==> src/hw/rtl/cpg_pkg.sv <==
`default_nettype none

package cpg_pkg;

  localparam int COORD_BITS = 10;
  localparam int PIX_BITS   = COORD_BITS + 2;
  localparam int DEC_BITS   = COORD_BITS + 4;

  localparam int FIFO_DEPTH = 4;
  localparam int FIFO_AW    = $clog2(FIFO_DEPTH);

  localparam int PIXELS_PER_STEP = 8;
  localparam int IDX_BITS        = $clog2(PIXELS_PER_STEP);
  localparam logic [IDX_BITS-1:0] LAST_IDX = IDX_BITS'(PIXELS_PER_STEP - 1);

  localparam logic [DEC_BITS-1:0] DEC_INIT_BIAS = DEC_BITS'(3);
  localparam logic [DEC_BITS-1:0] DEC_INC_NEG   = DEC_BITS'(6);
  localparam logic [DEC_BITS-1:0] DEC_INC_POS   = DEC_BITS'(10);

  typedef enum logic {
    OP_START   = 1'b0,
    OP_ADVANCE = 1'b1
  } op_t;

  // One octant step handed from the front to the pixel emitter
  typedef struct packed {
    logic [COORD_BITS-1:0] cx;
    logic [COORD_BITS-1:0] cy;
    logic [COORD_BITS-1:0] ox;
    logic [COORD_BITS-1:0] oy;
    logic                  done;
  } step_t;

endpackage

`default_nettype wire

==> src/hw/rtl/cpg_if.sv <==
`default_nettype none

interface cpg_in_if;
  logic                              valid;
  logic                              ready;
  logic                              operation;
  logic [cpg_pkg::COORD_BITS-1:0]    center_x;
  logic [cpg_pkg::COORD_BITS-1:0]    center_y;
  logic [cpg_pkg::COORD_BITS-1:0]    radius;

  modport source (output valid, operation, center_x, center_y, radius, input ready);
  modport sink   (input valid, operation, center_x, center_y, radius, output ready);
endinterface

interface cpg_out_if;
  logic                                valid;
  logic                                ready;
  logic signed [cpg_pkg::PIX_BITS-1:0] pixel_x;
  logic signed [cpg_pkg::PIX_BITS-1:0] pixel_y;
  logic                                last_of_step;
  logic                                circle_done;

  modport source (output valid, pixel_x, pixel_y, last_of_step, circle_done, input ready);
  modport sink   (input valid, pixel_x, pixel_y, last_of_step, circle_done, output ready);
endinterface

`default_nettype wire

==> src/hw/rtl/cpg_front.sv <==
`default_nettype none

module cpg_front (
  input  wire logic             clk,
  input  wire logic             rst_n,
  cpg_in_if.sink                in_ch,
  input  wire logic             q_full,
  output      logic             q_push,
  output      cpg_pkg::step_t   q_data
);

  localparam int CB = cpg_pkg::COORD_BITS;
  localparam int PB = cpg_pkg::PIX_BITS;
  localparam int DB = cpg_pkg::DEC_BITS;

  logic [CB-1:0] cx_r, cy_r, ox_r, oy_r;
  logic [DB-1:0] dec_r;
  logic          active_r;

  logic          accept, is_start;
  logic [CB-1:0] cx, cy, ox, oy;
  logic [DB-1:0] dec, dec_init, dec_nxt;
  logic [CB:0]   x1;
  logic signed [PB-1:0] y1;
  logic [DB-1:0] x1_d, y1_d;
  logic          dec_neg, done;

  assign in_ch.ready = !q_full;
  assign accept      = in_ch.valid && in_ch.ready;
  assign is_start    = (in_ch.operation == cpg_pkg::OP_START);

  assign dec_init = cpg_pkg::DEC_INIT_BIAS
                  - {{(DB-CB-1){1'b0}}, in_ch.radius, 1'b0};

  always_comb begin
    if (is_start) begin
      cx  = in_ch.center_x;
      cy  = in_ch.center_y;
      ox  = '0;
      oy  = in_ch.radius;
      dec = dec_init;
    end else begin
      cx  = cx_r;
      cy  = cy_r;
      ox  = ox_r;
      oy  = oy_r;
      dec = dec_r;
    end
  end

  // Advance offsets and decision value for the step after this one
  always_comb begin
    dec_neg = dec[DB-1];
    x1      = {1'b0, ox} + (CB+1)'(1);
    y1      = $signed({2'b00, oy}) - (dec_neg ? PB'(0) : PB'(1));
    x1_d    = {{(DB-CB-1){1'b0}}, x1};
    y1_d    = {{(DB-PB){y1[PB-1]}}, y1};
    if (dec_neg) begin
      dec_nxt = dec + (x1_d << 2) + cpg_pkg::DEC_INC_NEG;
    end else begin
      dec_nxt = dec + ((x1_d - y1_d) << 2) + cpg_pkg::DEC_INC_POS;
    end
    done = $signed({1'b0, x1}) > y1;
  end

  assign q_push      = accept && (is_start || active_r);
  assign q_data.cx   = cx;
  assign q_data.cy   = cy;
  assign q_data.ox   = ox;
  assign q_data.oy   = oy;
  assign q_data.done = done;

  always_ff @(posedge clk) begin
    if (!rst_n) begin
      cx_r     <= '0;
      cy_r     <= '0;
      ox_r     <= '0;
      oy_r     <= '0;
      dec_r    <= '0;
      active_r <= 1'b0;
    end else if (q_push) begin
      cx_r     <= cx;
      cy_r     <= cy;
      ox_r     <= x1[CB-1:0];
      oy_r     <= y1[CB-1:0];
      dec_r    <= dec_nxt;
      active_r <= !done;
    end
  end

endmodule

`default_nettype wire

==> src/hw/rtl/cpg_step_fifo.sv <==
`default_nettype none

module cpg_step_fifo (
  input  wire logic            clk,
  input  wire logic            rst_n,
  input  wire logic            push,
  input  wire cpg_pkg::step_t  push_data,
  input  wire logic            pop,
  output      cpg_pkg::step_t  pop_data,
  output      logic            full,
  output      logic            not_empty
);

  localparam int DEPTH = cpg_pkg::FIFO_DEPTH;
  localparam int AW    = cpg_pkg::FIFO_AW;

  cpg_pkg::step_t mem_r [DEPTH];
  logic [AW-1:0]  wr_ptr_r, rd_ptr_r;
  logic [AW:0]    count_r;

  assign full      = (count_r == (AW+1)'(DEPTH));
  assign not_empty = (count_r != '0);
  assign pop_data  = mem_r[rd_ptr_r];

  always_ff @(posedge clk) begin
    if (push) begin
      mem_r[wr_ptr_r] <= push_data;
    end
  end

  always_ff @(posedge clk) begin
    if (!rst_n) begin
      wr_ptr_r <= '0;
      rd_ptr_r <= '0;
      count_r  <= '0;
    end else begin
      if (push) begin
        wr_ptr_r <= (wr_ptr_r == AW'(DEPTH-1)) ? '0 : wr_ptr_r + AW'(1);
      end
      if (pop) begin
        rd_ptr_r <= (rd_ptr_r == AW'(DEPTH-1)) ? '0 : rd_ptr_r + AW'(1);
      end
      if (push && !pop) begin
        count_r <= count_r + (AW+1)'(1);
      end else if (pop && !push) begin
        count_r <= count_r - (AW+1)'(1);
      end
    end
  end

endmodule

`default_nettype wire

==> src/hw/rtl/cpg_back.sv <==
`default_nettype none

module cpg_back (
  input  wire logic            clk,
  input  wire logic            rst_n,
  input  wire logic            q_not_empty,
  input  wire cpg_pkg::step_t  q_data,
  output      logic            q_pop,
  cpg_out_if.source            out_ch
);

  localparam int CB = cpg_pkg::COORD_BITS;
  localparam int PB = cpg_pkg::PIX_BITS;
  localparam int IB = cpg_pkg::IDX_BITS;

  cpg_pkg::step_t cur_r;
  logic           busy_r;
  logic [IB-1:0]  idx_r;

  logic                 out_valid_r;
  logic signed [PB-1:0] pixel_x_r, pixel_y_r;
  logic                 last_r, done_r;

  logic          out_take, emit, at_last;
  logic [CB-1:0] a, b;
  logic [PB-1:0] cx_p, cy_p, a_p, b_p, px, py;

  assign out_take = !out_valid_r || out_ch.ready;
  assign emit     = busy_r && out_take;
  assign at_last  = (idx_r == cpg_pkg::LAST_IDX);
  assign q_pop    = q_not_empty && (!busy_r || (emit && at_last));

  // Index bit 2 swaps the offsets, bit 0 negates the column term, bit 1 the row term
  always_comb begin
    a    = idx_r[2] ? cur_r.oy : cur_r.ox;
    b    = idx_r[2] ? cur_r.ox : cur_r.oy;
    cx_p = {2'b00, cur_r.cx};
    cy_p = {2'b00, cur_r.cy};
    a_p  = {2'b00, a};
    b_p  = {2'b00, b};
    px   = idx_r[0] ? cx_p - a_p : cx_p + a_p;
    py   = idx_r[1] ? cy_p - b_p : cy_p + b_p;
  end

  always_ff @(posedge clk) begin
    if (q_pop) begin
      cur_r <= q_data;
    end
    if (emit) begin
      pixel_x_r <= $signed(px);
      pixel_y_r <= $signed(py);
      last_r    <= at_last;
      done_r    <= at_last && cur_r.done;
    end
  end

  always_ff @(posedge clk) begin
    if (!rst_n) begin
      busy_r      <= 1'b0;
      idx_r       <= '0;
      out_valid_r <= 1'b0;
    end else begin
      if (q_pop) begin
        busy_r <= 1'b1;
        idx_r  <= '0;
      end else if (emit && at_last) begin
        busy_r <= 1'b0;
      end else if (emit) begin
        idx_r  <= idx_r + IB'(1);
      end
      if (out_take) begin
        out_valid_r <= busy_r;
      end
    end
  end

  assign out_ch.valid        = out_valid_r;
  assign out_ch.pixel_x      = pixel_x_r;
  assign out_ch.pixel_y      = pixel_y_r;
  assign out_ch.last_of_step = last_r;
  assign out_ch.circle_done  = done_r;

endmodule

`default_nettype wire

==> src/hw/rtl/circle_pixel_generator_top.sv <==
// Channel   Dir  Handshake      Payload
// in_ch     in   valid/ready    operation, center_x, center_y, radius
// out_ch    out  valid/ready    pixel_x, pixel_y, last_of_step, circle_done
//
// A step item leaves as eight pixel transactions, one per cycle while out_ch is ready,
// all formed by the single pixel adder pair in the emitter.
// The front takes one item per cycle while the four-entry step queue has room;
// an advance with no circle in progress is taken and dropped.
// Reset is synchronous, active low; it clears the circle and empties the queue.
// A stalled out_ch holds its pixel and backs up into the queue, then into in_ch.
`default_nettype none

module circle_pixel_generator_top (
  input  wire logic  clk,
  input  wire logic  rst_n,
  cpg_in_if.sink     in_ch,
  cpg_out_if.source  out_ch
);

  logic           q_push, q_pop, q_full, q_not_empty;
  cpg_pkg::step_t q_wdata, q_rdata;

  cpg_front u_front (
    .clk     (clk),
    .rst_n   (rst_n),
    .in_ch   (in_ch),
    .q_full  (q_full),
    .q_push  (q_push),
    .q_data  (q_wdata)
  );

  cpg_step_fifo u_fifo (
    .clk       (clk),
    .rst_n     (rst_n),
    .push      (q_push),
    .push_data (q_wdata),
    .pop       (q_pop),
    .pop_data  (q_rdata),
    .full      (q_full),
    .not_empty (q_not_empty)
  );

  cpg_back u_back (
    .clk         (clk),
    .rst_n       (rst_n),
    .q_not_empty (q_not_empty),
    .q_data      (q_rdata),
    .q_pop       (q_pop),
    .out_ch      (out_ch)
  );

endmodule

`default_nettype wire
==> src/flat_wrapper.sv <==
// flat-port wrapper written by rule: the top's interface ports become plain ports
module circle_pixel_generator_top_flat 
  (clk, rst_n, in_ch_valid, in_ch_operation, in_ch_center_x, in_ch_center_y, in_ch_radius, in_ch_ready, out_ch_valid, out_ch_pixel_x, out_ch_pixel_y, out_ch_last_of_step, out_ch_circle_done, out_ch_ready);
  cpg_in_if in_ch_i ();
  cpg_out_if out_ch_i ();
  input  wire logic clk;
  input  wire logic rst_n;
  input wire logic [$bits(in_ch_i.valid)-1:0] in_ch_valid;
  input wire logic [$bits(in_ch_i.operation)-1:0] in_ch_operation;
  input wire logic [$bits(in_ch_i.center_x)-1:0] in_ch_center_x;
  input wire logic [$bits(in_ch_i.center_y)-1:0] in_ch_center_y;
  input wire logic [$bits(in_ch_i.radius)-1:0] in_ch_radius;
  output wire logic [$bits(in_ch_i.ready)-1:0] in_ch_ready;
  output wire logic [$bits(out_ch_i.valid)-1:0] out_ch_valid;
  output wire logic [$bits(out_ch_i.pixel_x)-1:0] out_ch_pixel_x;
  output wire logic [$bits(out_ch_i.pixel_y)-1:0] out_ch_pixel_y;
  output wire logic [$bits(out_ch_i.last_of_step)-1:0] out_ch_last_of_step;
  output wire logic [$bits(out_ch_i.circle_done)-1:0] out_ch_circle_done;
  input wire logic [$bits(out_ch_i.ready)-1:0] out_ch_ready;
  assign in_ch_i.valid = in_ch_valid;
  assign in_ch_i.operation = in_ch_operation;
  assign in_ch_i.center_x = in_ch_center_x;
  assign in_ch_i.center_y = in_ch_center_y;
  assign in_ch_i.radius = in_ch_radius;
  assign in_ch_ready = in_ch_i.ready;
  assign out_ch_valid = out_ch_i.valid;
  assign out_ch_pixel_x = out_ch_i.pixel_x;
  assign out_ch_pixel_y = out_ch_i.pixel_y;
  assign out_ch_last_of_step = out_ch_i.last_of_step;
  assign out_ch_circle_done = out_ch_i.circle_done;
  assign out_ch_i.ready = out_ch_ready;
  circle_pixel_generator_top u_core (.clk(clk), .rst_n(rst_n), .in_ch(in_ch_i), .out_ch(out_ch_i));
endmodule
==> config.mk <==
export PLATFORM = sky130hd
export DESIGN_NAME = circle_pixel_generator_top_flat
export DESIGN_NICKNAME = d
export VERILOG_FILES = /design/src/hw/rtl/cpg_pkg.sv /design/src/hw/rtl/cpg_if.sv /design/src/hw/rtl/cpg_front.sv /design/src/hw/rtl/cpg_step_fifo.sv /design/src/hw/rtl/cpg_back.sv /design/src/hw/rtl/circle_pixel_generator_top.sv /design/src/flat_wrapper.sv
export SDC_FILE = /design/constraint.sdc
export NUM_CORES = 1
export LEC_CHECK = 0
export ABC_AREA = 1
export BUFFER_PORTS_ARGS = -buffer_cell sky130_fd_sc_hd__buf_2
export CORE_UTILIZATION = 35
export CTS_CLUSTER_DIAMETER = 40
export DETAILED_ROUTE_END_ITERATION = 16
export GPL_TIMING_DRIVEN = 0
export HOLD_SLACK_MARGIN = 0.06
export PLACE_DENSITY_LB_ADDON = 0.2
export SLEW_MARGIN = 20
export SYNTH_ARGS = -nofsm -noshare
export SYNTH_HDL_FRONTEND = slang
export SYNTH_HIERARCHICAL = 1
export SYNTH_SLANG_ARGS = --single-unit
==> constraint.sdc <==
create_clock -name clk -period 6.6 [get_ports clk]
set_input_delay 1.32 -clock clk [delete_from_list [all_inputs] [get_ports clk]]
set_output_delay 1.32 -clock clk [all_outputs]
set_load 0.02 [all_outputs]
==> impl_metrics.ini <==
[status]
status = finished clean

[drt]
drcViolationCount = 0
drt_wl_total_mm = 44.0
drtIter0Drc = 773
vias = 12900
viasPerCell = 4.88
drtPass1Iterations = 5
wl_per_cell_um = 16.7
antenna_left = 0

[worst_setup_path]
crit_top_cell = nand2_1
crit_type = input port to register
startpoint_type = input port
worstPathArrival_ns = 6.58
max_stage_delay_ns = 0.35
crit_required_ns = 7.06
cp_slowest_cell = ha_1
crit_fanout = 11
cp-end-kind = register

[cts]
clk_latency_ns = 0.57
path_clk_slew_ns = 0.06
numCtsBuffers = 49
htreeDepth = 2
cts_tree = done
clock_path_buffers = 3
clock_tree.root_cell = clkbuf_16
clock_sinks = 299

[timing]
hold_slack_ns = 0.448
maxSlewHeadroom_pct = 43.2
period_needed_ns = 6.12
post-route-period-util_pct = 92.7
setup_viol_count_final = 0
finalMaxSlewViolations = 0
hold_viol = 0
clock_skew_ns = 0.0160
tightest_slew_ns = 0.843
rsz0062_at_grt = false
max_freq_ghz = 0.163
setup_ws_ns = 0.481

[grt]
grt_pass1_wl_mm = 68.8
first_global_vias = 12500
track_usage_pct = 18.0
grt_overflow = 0
grt_max_degree = 29
antenna_found_initial = 0

[synthesis]
ys_types = 50
synth-edff-count = 231
ys.flop_type = edfxtp_1
synth_top_cell_area_share_pct = 41.3
syn_inst = 1871
synth_area_leaders = edfxtp_1, nand2_1, dfxtp_1
synth.avg_cell_area_um2 = 8.98
ys_ff_latch = 299
synth.most_common_cell = nand2_1
syn_nets = 2021
synth_top_cell_by_area = edfxtp_1
syn-cell-area_um2 = 16800
yosys_warnings = 6
async_flop_share_pct = 0
ys_top_cells_by_count = nand2_1, inv_1, edfxtp_1
yosysSeqAreaShare_pct = 49.4

[pwr]
p_comb_share_pct = 44.8
p_per_area_nw_per_um2 = 490
switching_share_pct = 41.9
seqPwrFrac_pct = 29.3
p_int_w = 0.00561
clockPowerShare_pct = 25.9
p_total_w = 0.00966
power.switching_w = 0.00405
leakage_nw = 8.58
peakVddDrop_uv = 193

[placement]
portBuffers = 62
gp_congestion = 0.847
place_area_um2 = 18000
dp_slack_ns = -0.568
hpwl_mm = 32.8

[floorplan]
die_width_um = 221
die_area_um2 = 48900
pin_count = 63
die_h_um = 221
core.rowCount = 79
initial_core_util_pct = 35.8
coreArea_um2 = 47000

[final_layout]
fillers = 4564
drive_gt1_share_pct = 15.6
syn_to_final_growth_pct = 17.2
ff_latch_area_um2 = 8300
finalNetCount = 2143
design_area_um2 = 19700
multi_input_area_um2 = 7200

[job]
cap_viol_max_count = 0

[worst_hold_path]
hold_class = register to register
==> worst max-delay path: cells and delay by family <==
family / cells / cell delay, ns
buffers and inverters: 7 / 0.70
adder cells (fa/ha/maj): 4 / 1.19
AO/OA/AOI/OAI: 3 / 0.47
XOR/XNOR: 2 / 0.48
AND/OR/NAND/NOR: 21 / 2.42
==> stage by stage <==
step	util [%]	instances	setup TNS [ns]
after CTS	41.9	2637	0
after detailed placement	38.4	2546	-2.13
final	42.0	2641	0
after global placement	38.1	2540	-2.08
after global routing	42.0	2640	0
after floorplan	-	1871	0
==> sequential cells by signal, indices dropped and copies added (netlist names), named ones only <==
signal                             flops
u_core/u_fifo/count_r                  3
u_core/u_fifo/mem_r                  164
u_core/u_back/busy_r                   1
u_core/u_back/out_ch.circle_done       1
u_core/u_back/out_ch.last_of_step      1
u_core/u_front/dec_r                  13
u_core/u_fifo/wr_ptr_r                 2
u_core/u_back/cur_r                   41
u_core/u_back/out_ch.pixel_y          12
u_core/u_front/active_r                1
u_core/u_front/oy_r                   10
u_core/u_front/ox_r                   10
u_core/u_back/out_ch.pixel_x          12
u_core/u_front/cx_r                   10
u_core/u_back/out_ch.valid             1
u_core/u_fifo/rd_ptr_r                 2
u_core/u_front/cy_r                   10
u_core/u_back/idx_r                    3
==> cell type report <==
class / count / area share, %
flip-flops and latches: 299 / 42.1
inverters: 256 / 4.88
well taps: 607 / 3.85
clock buffers: 56 / 6.51
multi-input cells: 1250 / 36.5
clock inverters: 35 / 1.74
diodes: 1 / 0.0127
repair buffers: 71 / 2.37
plain buffers: 66 / 1.99
==> cells in the final DEF (no fill, tap or decap), drive strengths merged, types with 2 or more instances in the layout <==
cell type	count
o211ai	15
o21a	2
buf	111
nand2	401
nor3	15
o22ai	44
o21bai	9
o21ai	206
a21oi	96
xor2	30
xnor2	4
clkinv	7
nand3	97
ha	107
nor2	179
inv	277
nand4	12
nand3b	4
fa	8
o31ai	3
or2	4
clkinvlp	5
dfxtp	68
a31oi	7
edfxtp	231
clkbuf	82
bufinv	2
a21o	3
==> power groups by stage <==
stage | Clock (W) | Combinational [W] | Sequential [W]
after global routing | 0.00264 | 0.00487 | 0.00288
after CTS | 0.00256 | 0.00433 | 0.00284
after detailed placement | 0 | 0.00431 | 0.00287
after global placement | 0 | 0.00423 | 0.00288
after floorplan | 0 | 0.00299 | 0.00291
final | 0.00250 | 0.00433 | 0.00283
==> kinds of logic after synthesis <==
logic type / count (synthesis) / share of synthesized area [%]
AO/OA/AOI/OAI: 389 / 13.0
flip-flops: 299 / 49.4
buffers and inverters: 322 / 8.02
adder cells (fa/ha/maj): 115 / 8.92
AND/OR/NAND/NOR: 712 / 18.9
XOR/XNOR: 34 / 1.82
==> final timing paths <==
check | startpoint | end | slack (ns) | cells after the start
worst min-delay path | u_core/u_front/cx_r[0]$_SDFFE_PN0P_ | u_core/u_front/cx_r[0]$_SDFFE_PN0P_ | 0.45 | 2
worst max register to register | u_core/u_front/ox_r[0]$_SDFFE_PN0P_ | u_core/u_front/dec_r[13]$_SDFFE_PN0P_ | 1.88 | 31
worst max-delay path | in_ch_radius[3] | u_core/u_front/dec_r[13]$_SDFFE_PN0P_ | 0.48 | 37
worst min register to register | u_core/u_front/cx_r[0]$_SDFFE_PN0P_ | u_core/u_front/cx_r[0]$_SDFFE_PN0P_ | 0.45 | 2
==> metal layers <==
metal,share of wire (%),GRT usage (%),up-vias
met2,46,30.0,298
met4,2.6,5.55,0
met5,0,0,-
li1,-,-,6546
met1,46,23.7,5964
met3,5.4,3.03,75
==> repair_timing <==
item | CTS | global route
hold buffers | 0 | 0
buffers inserted | 0 | 3
endpoints found under the hold margin | 0 | 0
endpoints found under the setup margin | 0 | 5
gates resized for setup | 0 | 10
Power figures use the tool's default switching activity.
